`config.mk`:
```
export PLATFORM = sky130hd
export DESIGN_NAME = servo_slew_ramp_four_channel_unit
export DESIGN_NICKNAME = d
export VERILOG_FILES = /design/src/hw/rtl/ssr_pkg.sv /design/src/hw/rtl/servo_slew_ramp_four_channel_unit.sv
export SDC_FILE = /design/constraint.sdc
export NUM_CORES = 2
export LEC_CHECK = 0
export ABC_AREA = 1
export BUFFER_PORTS_ARGS = -buffer_cell sky130_fd_sc_hd__buf_4
export CORE_ASPECT_RATIO = 1.4
export CORE_MARGIN = 1
export CORE_UTILIZATION = 30
export CTS_BUF_LIST = sky130_fd_sc_hd__clkbuf_4 sky130_fd_sc_hd__clkbuf_8
export CTS_CLUSTER_DIAMETER = 60
export DETAILED_ROUTE_END_ITERATION = 8
export PLACE_DENSITY = 0.43
export RECOVER_POWER = 50
export SLEW_MARGIN = 15
export SYNTH_ARGS = -nofsm -noshare
export SYNTH_HDL_FRONTEND = slang
export SYNTH_SLANG_ARGS = --single-unit
```
`constraint.sdc`:
```
create_clock -name clk -period 41.5 [get_ports clk]
set_input_delay 6.225 -clock clk [delete_from_list [all_inputs] [get_ports clk]]
set_output_delay 6.225 -clock clk [all_outputs]
set_load 0.1 [all_outputs]
```
`src/hw/rtl/ssr_pkg.sv`:
```
// ----------------------------------------------------------------------------
// ssr_pkg : shared types, constants and conversions for the servo slew ramp
// Fixed-point angle format, operation codes, and the duty/angle conversions.
// ----------------------------------------------------------------------------
`default_nettype none

package ssr_pkg;

    // Channel count and field widths
    localparam int CHANNELS        = 4;
    localparam int ANGLE_FRAC_BITS = 13;
    localparam int TARGET_W        = 15;
    localparam int ANGLE_W         = 16;
    localparam int DUTY_W          = 10;
    localparam int STEP_W          = 14;

    // pi/2 in Q20, reduced with rounding to the angle format
    localparam int HALF_PI_Q20 = 1647099;
    localparam int HALF_PI_Q   =
        (HALF_PI_Q20 + (1 << (19 - ANGLE_FRAC_BITS))) >>> (20 - ANGLE_FRAC_BITS);

    // Duty reset value and conversion constants
    localparam int DUTY_MID  = 500;
    localparam int DUTY_SPAN = 400;
    localparam int DUTY_MIN  = 100;

    // Rounded-up reciprocal for (mag * HALF_PI_Q) / 400, exact for mag < 1024
    localparam int     D2A_SHIFT = 20;
    localparam longint D2A_MUL   =
        ((longint'(HALF_PI_Q) << D2A_SHIFT) + DUTY_SPAN - 1) / DUTY_SPAN;
    localparam int     D2A_W     = $clog2(D2A_MUL + 1);

    // Rounded-up reciprocal for (400 * u) / HALF_PI_Q, exact for u <= 2*HALF_PI_Q
    localparam int     A2D_SHIFT = 32;
    localparam longint A2D_MUL   =
        ((longint'(DUTY_SPAN) << A2D_SHIFT) + HALF_PI_Q - 1) / HALF_PI_Q;
    localparam int     A2D_W     = $clog2(A2D_MUL + 1);

    localparam logic signed [ANGLE_W-1:0] HALF_PI_S = ANGLE_W'(HALF_PI_Q);

    typedef logic signed [ANGLE_W-1:0] angle_t;
    typedef logic [DUTY_W-1:0]         duty_t;

    // Operation codes
    typedef enum logic [1:0] {
        OP_ARM  = 2'd0,
        OP_HAND = 2'd1,
        OP_TICK = 2'd2
    } op_t;

    // Duty to angle: (duty - 500) * pi/2 / 400, truncated toward zero
    function automatic angle_t angle_from_duty(input duty_t duty);
        logic signed [DUTY_W:0]       d;
        logic [DUTY_W-1:0]            mag;
        logic [D2A_W+DUTY_W-1:0]      prod;
        logic [ANGLE_W-1:0]           q;
        d    = $signed({1'b0, duty}) - (DUTY_W+1)'(DUTY_MID);
        mag  = d[DUTY_W] ? DUTY_W'(-d) : DUTY_W'(d);
        prod = (D2A_W+DUTY_W)'(mag) * (D2A_W+DUTY_W)'(D2A_MUL);
        q    = ANGLE_W'(prod >> D2A_SHIFT);
        return d[DUTY_W] ? -$signed(q) : $signed(q);
    endfunction

    // Angle to duty: saturate to +-pi/2, then 100 + floor(400 * (a + pi/2) / (pi/2))
    function automatic duty_t duty_from_angle(input angle_t a);
        angle_t                   a_sat;
        logic signed [ANGLE_W:0]  s;
        logic [ANGLE_W-1:0]       u;
        logic [A2D_W+ANGLE_W-1:0] prod;
        logic [DUTY_W-1:0]        n;
        if (a < -HALF_PI_S)
            a_sat = -HALF_PI_S;
        else if (a > HALF_PI_S)
            a_sat = HALF_PI_S;
        else
            a_sat = a;
        s    = {a_sat[ANGLE_W-1], a_sat} + (ANGLE_W+1)'(HALF_PI_Q);
        u    = s[ANGLE_W-1:0];
        prod = (A2D_W+ANGLE_W)'(u) * (A2D_W+ANGLE_W)'(A2D_MUL);
        n    = DUTY_W'(prod >> A2D_SHIFT);
        return DUTY_W'(DUTY_MIN) + n;
    endfunction

endpackage

`default_nettype wire

```
`src/hw/rtl/servo_slew_ramp_four_channel_unit.sv`:
```
// ----------------------------------------------------------------------------
// servo_slew_ramp_four_channel_unit : four-channel servo slew-rate limiter
// A transaction is captured in the input register, then its result in the
// result register, where it is held while out_stall is high.
// Throughput: one transaction per cycle unless out_stall holds the result; the four
// channel lanes update in parallel in one pass.
// Reset: positions and targets clear to zero, duties to 500, step to 257.
// ----------------------------------------------------------------------------
`default_nettype none

module servo_slew_ramp_four_channel_unit (
    input  wire logic                           clk,
    input  wire logic                           rst_n,
    // configuration write channel
    input  wire logic                           cfg_valid,
    output      logic                           cfg_ready,
    input  wire logic [ssr_pkg::STEP_W-1:0]     step_per_tick,
    // input channel
    input  wire logic                           in_valid,
    output      logic                           in_stall,
    input  wire logic [1:0]                     op,
    input  wire logic signed [ssr_pkg::TARGET_W-1:0] target_0,
    input  wire logic signed [ssr_pkg::TARGET_W-1:0] target_1,
    input  wire logic signed [ssr_pkg::TARGET_W-1:0] target_2,
    input  wire logic signed [ssr_pkg::TARGET_W-1:0] target_3,
    // result channel
    output      logic                           out_valid,
    input  wire logic                           out_stall,
    output      logic [ssr_pkg::DUTY_W-1:0]     duty_0,
    output      logic [ssr_pkg::DUTY_W-1:0]     duty_1,
    output      logic [ssr_pkg::DUTY_W-1:0]     duty_2,
    output      logic [ssr_pkg::DUTY_W-1:0]     duty_3,
    output      logic                           moving
);

    localparam int NCH = ssr_pkg::CHANNELS;

    // Step register
    logic [ssr_pkg::STEP_W-1:0] step_reg;

    // Input register
    logic                       in_valid_reg;
    logic [1:0]                 op_reg;
    ssr_pkg::angle_t            tgt_in_reg [NCH];

    // Channel state
    ssr_pkg::angle_t            pos_reg  [NCH];
    ssr_pkg::angle_t            tgt_reg  [NCH];
    ssr_pkg::duty_t             duty_reg [NCH];
    ssr_pkg::angle_t            pos_next  [NCH];
    ssr_pkg::angle_t            tgt_next  [NCH];
    ssr_pkg::duty_t             duty_next [NCH];
    logic                       moving_next;

    // Result register
    logic                       out_valid_reg;
    ssr_pkg::duty_t             res_duty_reg [NCH];
    logic                       res_moving_reg;

    logic                       advance;
    logic                       in_accept;

    // Handshake: the pass advances whenever the result register can take a value
    assign advance   = !out_valid_reg || !out_stall;
    assign in_stall  = in_valid_reg && !advance;
    assign in_accept = in_valid && !in_stall;
    assign cfg_ready = 1'b1;

    // Hold the step setting
    always_ff @(posedge clk or negedge rst_n)
    begin
        if (!rst_n)
            step_reg <= ssr_pkg::STEP_W'(257);
        else if (cfg_valid && cfg_ready)
            step_reg <= step_per_tick;
    end

    // Capture the incoming transaction
    always_ff @(posedge clk or negedge rst_n)
    begin
        if (!rst_n)
            in_valid_reg <= 1'b0;
        else if (advance || !in_valid_reg)
            in_valid_reg <= in_accept;
    end

    always_ff @(posedge clk)
    begin
        if (in_accept)
        begin
            op_reg        <= op;
            tgt_in_reg[0] <= ssr_pkg::ANGLE_W'(target_0);
            tgt_in_reg[1] <= ssr_pkg::ANGLE_W'(target_1);
            tgt_in_reg[2] <= ssr_pkg::ANGLE_W'(target_2);
            tgt_in_reg[3] <= ssr_pkg::ANGLE_W'(target_3);
        end
    end

    // Work out the next channel state for the held transaction
    always_comb
    begin
        logic [ssr_pkg::STEP_W-1:0]       step_eff;
        logic signed [ssr_pkg::ANGLE_W:0] step_ext;
        logic signed [ssr_pkg::ANGLE_W:0] p_ext;
        logic signed [ssr_pkg::ANGLE_W:0] t_ext;
        logic signed [ssr_pkg::ANGLE_W:0] p_new;
        ssr_pkg::angle_t                  reload [NCH];

        step_eff    = (step_reg == '0) ? ssr_pkg::STEP_W'(1) : step_reg;
        step_ext    = $signed({3'b000, step_eff});
        moving_next = 1'b0;
        p_ext       = '0;
        t_ext       = '0;
        p_new       = '0;

        for (int i = 0; i < NCH; i++)
        begin
            pos_next[i]  = pos_reg[i];
            tgt_next[i]  = tgt_reg[i];
            duty_next[i] = duty_reg[i];
            reload[i]    = ssr_pkg::angle_from_duty(duty_reg[i]);
        end

        case (ssr_pkg::op_t'(op_reg))
            ssr_pkg::OP_ARM:
            begin
                // Reload positions, aim channels 0-2, hold channel 3
                for (int i = 0; i < NCH; i++)
                    pos_next[i] = reload[i];
                for (int i = 0; i < NCH - 1; i++)
                    tgt_next[i] = tgt_in_reg[i];
                tgt_next[NCH-1] = reload[NCH-1];
            end
            ssr_pkg::OP_HAND:
            begin
                // Reload positions, hold channels 0-2, aim channel 3
                for (int i = 0; i < NCH; i++)
                    pos_next[i] = reload[i];
                for (int i = 0; i < NCH - 1; i++)
                    tgt_next[i] = reload[i];
                tgt_next[NCH-1] = tgt_in_reg[NCH-1];
            end
            ssr_pkg::OP_TICK:
            begin
                // Advance each position toward its target without overshoot
                for (int i = 0; i < NCH; i++)
                begin
                    p_ext = {pos_reg[i][ssr_pkg::ANGLE_W-1], pos_reg[i]};
                    t_ext = {tgt_reg[i][ssr_pkg::ANGLE_W-1], tgt_reg[i]};
                    p_new = p_ext;
                    if (p_ext < t_ext)
                    begin
                        p_new = p_ext + step_ext;
                        if (p_new > t_ext)
                            p_new = t_ext;
                        moving_next = 1'b1;
                    end
                    else if (p_ext > t_ext)
                    begin
                        p_new = p_ext - step_ext;
                        if (p_new < t_ext)
                            p_new = t_ext;
                        moving_next = 1'b1;
                    end
                    pos_next[i] = p_new[ssr_pkg::ANGLE_W-1:0];
                end
                // Refresh the duties only when something moved
                if (moving_next)
                begin
                    for (int i = 0; i < NCH; i++)
                        duty_next[i] = ssr_pkg::duty_from_angle(pos_next[i]);
                end
            end
            default:
            begin
                // Drop unused codes: state holds
                moving_next = 1'b0;
            end
        endcase
    end

    // Update channel state
    always_ff @(posedge clk or negedge rst_n)
    begin
        if (!rst_n)
        begin
            for (int i = 0; i < NCH; i++)
            begin
                pos_reg[i]  <= '0;
                tgt_reg[i]  <= '0;
                duty_reg[i] <= ssr_pkg::DUTY_W'(ssr_pkg::DUTY_MID);
            end
        end
        else if (advance && in_valid_reg)
        begin
            for (int i = 0; i < NCH; i++)
            begin
                pos_reg[i]  <= pos_next[i];
                tgt_reg[i]  <= tgt_next[i];
                duty_reg[i] <= duty_next[i];
            end
        end
    end

    // Result register
    always_ff @(posedge clk or negedge rst_n)
    begin
        if (!rst_n)
            out_valid_reg <= 1'b0;
        else if (advance)
            out_valid_reg <= in_valid_reg;
    end

    always_ff @(posedge clk)
    begin
        if (advance && in_valid_reg)
        begin
            for (int i = 0; i < NCH; i++)
                res_duty_reg[i] <= duty_next[i];
            res_moving_reg <= moving_next;
        end
    end

    // Drive the result ports
    assign out_valid = out_valid_reg;
    assign duty_0    = res_duty_reg[0];
    assign duty_1    = res_duty_reg[1];
    assign duty_2    = res_duty_reg[2];
    assign duty_3    = res_duty_reg[3];
    assign moving    = res_moving_reg;

endmodule

`default_nettype wire

```
======== Word level (Yosys, flattened, before mapping) ========
Memories as Yosys holds them, arrays and structs flattened.
Cells that the tools add are included.
storage, ports and cells
  flip-flop bits (word level) ............. 187
  latch bits .............................. 0
  memory bits (writable) .................. 104
  bits in read-only memories .............. 0
  output and inout bits ................... 44
  word-level logic and storage cells ...... 160
  memories kept ........................... 2
operators by class
  $add $sub $neg .......................... 28
  multipliers ............................. 8
  divide/modulo/power cells ............... 0
  $lt $le $gt $ge ......................... 24
  equal/unequal tests ..................... 2
  shift-type cells ........................ 0
  multiplexer cells ....................... 62
  bitwise logic cells ..................... 0
  reduce and logical (&&, ||, !) cells .... 17
memories
  name          depth  width  read ports  clocked after Yosys merged registers in  write ports  RTL line                                 RTL
  tgt_in_reg    4      16     4           0                                        4            servo_slew_ramp_four_channel_unit.sv:44  ssr_pkg::angle_t tgt_in_reg [NCH];
  res_duty_reg  4      10     4           0                                        4            servo_slew_ramp_four_channel_unit.sv:57  ssr_pkg::duty_t res_duty_reg [NCH];
operator list
  cell                    number
  $mux 16                 40
  $pmux 64 s2             2
  $mul 16x27->42 const B  4
  $mul 10x25->35 const B  4
  $mux 40                 2
  $add 16x15->17          4
  $gt 17x16->1            4
  $lt 17x16->1            4
  $sub 16x15->17          4
  $add 16x15->16 const B  4
  $gt 16x15->1 const B    4
  $gt 16x16->1            4
  $lt 16x15->1 const B    4
  $lt 16x16->1            4
  $neg 16->16             4
  $sub 10x9->11 const B   4
  $add 7x10->10 const A   4
  $mux 10                 4
  $neg 10->10             4
  $logic_not 14->1        1
  $mux 14                 1
  $mux 1                  13
  $logic_not 1->1         5
  $reduce_and 2->1        2
  other kinds (7)         11

======== Logic depth before layout (Yosys ltp) ========
  depth in word-level cells ............... 18
  mapped depth ............................ 81
  depth with buffers taken out ............ 80

======== Least setup slack after synthesis ========
OpenSTA, ideal clock, no wires.
  kind .................................... input to output
  start point ............................. input out_stall
  end point ............................... output in_stall
  arrival time ............................ 7627 ps
  data required time ...................... 35275 ps
  slack ................................... 27648 ps
  stages on the path ...................... 2
  path buffers ............................ 0
  cell sequence ........................... nand2_1 nor2_1
on the way
  word-level cells in the longest chain between the ends .. 4
ends and longest elaborated chain
  what               RTL line                                 RTL
  start, declared    servo_slew_ramp_four_channel_unit.sv:28  input wire logic out_stall,
  $logic_not 1->1    servo_slew_ramp_four_channel_unit.sv:64  assign advance = !out_valid_reg || !out_stall;
  $logic_or 1x1->1   servo_slew_ramp_four_channel_unit.sv:64
  $logic_not 1->1    servo_slew_ramp_four_channel_unit.sv:65  assign in_stall = in_valid_reg && !advance;
  $logic_and 1x1->1  servo_slew_ramp_four_channel_unit.sv:65
  end, declared      servo_slew_ramp_four_channel_unit.sv:20  output logic in_stall,
No other way between the ends.

==> key figures <==
Logic synthesis
  – Ys async rst share: 0.641
  – Netlist Area Pre-Place: 0.0714 sq mm
  – Most common cell in the netlist: inv_1
  – Post-synth cell types: 74
  – Gate Count Post-Synth: 9305
  – Number of synthesized register bits: 287
  – Primary FF master, synth: dfrtp_1
  – Sequential area share after synthesis: 0.108
  – Synth area leader: fa_1
  – Most frequent cells after synthesis: 2056 x inv_1, 1751 x nand2_1, 1256 x ha_1
  – EDFF count, synth: 103
  – Syn_area_per_cell: 7.68 sq um
  – Largest cells by area after synthesis: fa_1 23%, ha_1 22%, inv_1 11%
  – Top cell type's share of synthesized area: 0.229
  – Yosys warnings: 0

GRT
  – Met1 Resource Use GR: 0.265
  – Vias in the first global route: 65274
  – Total grt overflow: 0
  – GRT busiest layer: met2
  – GRT Resource Usage Total: 0.223
  – First-pass GRT wire length: 406000 um
  – Pin count of the biggest net entering global routing: 62
  – GR Util met2: 0.417
  – Initial antenna violation count: 12
  – M3 GR Usage: 0.0135

STA
  – Worst Skew: 101 ps
  – RSZ-0062 raised after global routing: no
  – Tmin final: 15240 ps
  – Max Slew Vio Count: 323
  – Slew margin rel.: -1.34
  – Fmax: 0.0656 GHz
  – Setup TNS: 0 ps
  – Worst-Margin Slew: 3500 ps
  – Setup violators final: 0
  – Hold Vio Cnt, Final: 0
  – Tcrit/Tclk final: 0.367

Placed design
  – Port Buffers: 123
  – HPWL after DPL: 234000 um
  – Gpl congestion: 0.947
  – Placed Area: 0.0761 sq mm

Die
  – Die Area: 0.240 sq mm
  – Chip width: 414 um
  – I/O pin cnt: 125
  – Num rows: 211
  – Chip height: 579 um
  – Core box area: 0.236 sq mm
  – Initial core utilization: 0.302

Clock tree
  – CTS Buf Count: 61
  – H-Tree Depth: 2
  – Clock Tree Root: clkbuf_8
  – Clk buf depth: 3
  – Clock tree sinks: 287
  – Worst skew pair latency: 850 ps
  – Hold-fix buffers, CTS: 0
  – CTS tree: built
  – Clk slew on worst S/H paths: 70 ps
  – Post-CTS Resized: 0
  – Post-CTS Setup Inserts: 0

Worst setup path
  – CP startpoint: step_reg[3]
  – R2R Path Start: step_reg[3]
  – CP Max Fanout: 17
  – Worst Path Arrival: 15840 ps
  – CP Launch Type: flop
  – Critical path capture point type: flop
  – Req. time, crit path: 42110 ps
  – Crit Path Class: reg2reg
  – CP peak stage delay: 900 ps
  – Critical path's slowest cell: xor2_1

Route
  – First-pass DRT Iterations: 6
  – Antenna viol nets, final: 0
  – Post-Route WL: 267000 um
  – WL per Instance: 21.3 um
  – Post-route DRC: 0
  – Initial DRC count: 3566
  – Routed vias/inst: 4.86
  – Vias post-DR: 61037

Layout
  – Layout area overhead: 8.38%
  – Util after Layout: 0.328
  – Filler Cell Count: 25534
  – Cell area after layout: 0.0774 sq mm
  – Seq. cell area: 0.00773 sq mm
  – Multi-input gate area in the final layout: 0.0553 sq mm
  – Share of layout cells above drive strength 1: 0.0490
  – NumNets Final: 11576

Run status
  – Failing checks: max-capacitance violations, max-slew violations
  – Status: finished with violations

Flow run
  – Max cap viols: 8

Hold path
  – Worst hold path type: reg2reg
  – Hold path start: duty_reg[8]
cells by family (layout without fill, tap and decap cells):
kind of cell,count (synthesis),in the layout,synth area share
AO/OA/AOI/OAI,1310,1310,0.103
XOR/XNOR,292,292,0.0362
adder cells (fa/ha/maj),2072,2072,0.449
buffers and inverters,2236,2379,0.120
flip-flops,287,287,0.108
other,2,30,0.000105
AND/OR/NAND/NOR,3106,3106,0.184
stage by stage:
step / hold WS [ps] / std cells / setup slack, ps
2_1_floorplan: 448 / 9332 / 27650
3_3_place_gp: 472 / 12448 / 26560
3_5_place_dp: 476 / 12448 / 26290
4_1_cts: 489 / 12563 / 26190
5_1_grt: 515 / 12564 / 25250
6_report: 487 / 12564 / 26260
path summary, 6_finish.rpt:
path | end | slack [ps] | cells past startpoint
setup / recovery | res_duty_reg[3][9] | 26260 | 63
hold / removal | duty_reg[8] | 490 | 2
setup reg to reg | res_duty_reg[3][9] | 26260 | 63
hold reg to reg | duty_reg[8] | 490 | 2
max in group asynchronous | duty_reg[9] | 28760 | 3
min in group asynchronous | tgt_reg[58] | 6480 | 1
cell type report:
| cell class | count | share of cell area |
|---|---|---|
| well taps | 3088 | 0.0499 |
| flip-flops and latches | 287 | 0.0999 |
| multi-input cells | 6809 | 0.714 |
| inverters | 2086 | 0.101 |
| clock buffers | 88 | 0.0141 |
| repair buffers | 178 | 0.0157 |
| clock inverters | 27 | 0.00504 |
| diodes | 1 | 0.0000323 |
routing by layer:
| layer | up-vias | part of all wire |
|---|---|---|
| li1 | 29708 | - |
| met1 | 29808 | 0.41 |
| met2 | 1154 | 0.51 |
| met3 | 363 | 0.028 |
| met4 | 4 | 0.043 |
| met5 | - | 0.000090 |
critical path, delay by kind of cell, from the launching register on:
family | cells | cell delay, ps
simple gates | 31 | 4480
flops | 1 | 450
buf+inv | 10 | 1670
xor+xnor | 2 | 1110
fa+ha+maj | 11 | 4750
compound gates | 9 | 2490
layout by cell type, fill, tap and decap left out, types with 31 or more instances in the layout:
| master | n |
|---|---|
| a21oi_1 | 537 |
| o21ai_1 | 44 |
| clkbuf_8 | 69 |
| buf_4 | 107 |
| nand3_1 | 423 |
| o22ai_1 | 65 |
| fa_1 | 816 |
| a31oi_1 | 42 |
| a21o_1 | 31 |
| nor3_1 | 64 |
| nand2_1 | 1749 |
| clkbuf_4 | 58 |
| clkbuf_1 | 32 |
| ha_1 | 1256 |
| nand4_1 | 87 |
| inv_1 | 2053 |
| nand2_2 | 39 |
| nor2_1 | 619 |
| dfrtp_1 | 158 |
| xnor2_1 | 54 |
| edfxtp_1 | 103 |
| xor2_1 | 234 |
| o21ai_0 | 394 |
| o211ai_1 | 39 |
Power is left out: the tool's default activity adds up to more than one toggle a clock period on the data nets, which glitch-free logic cannot reach.
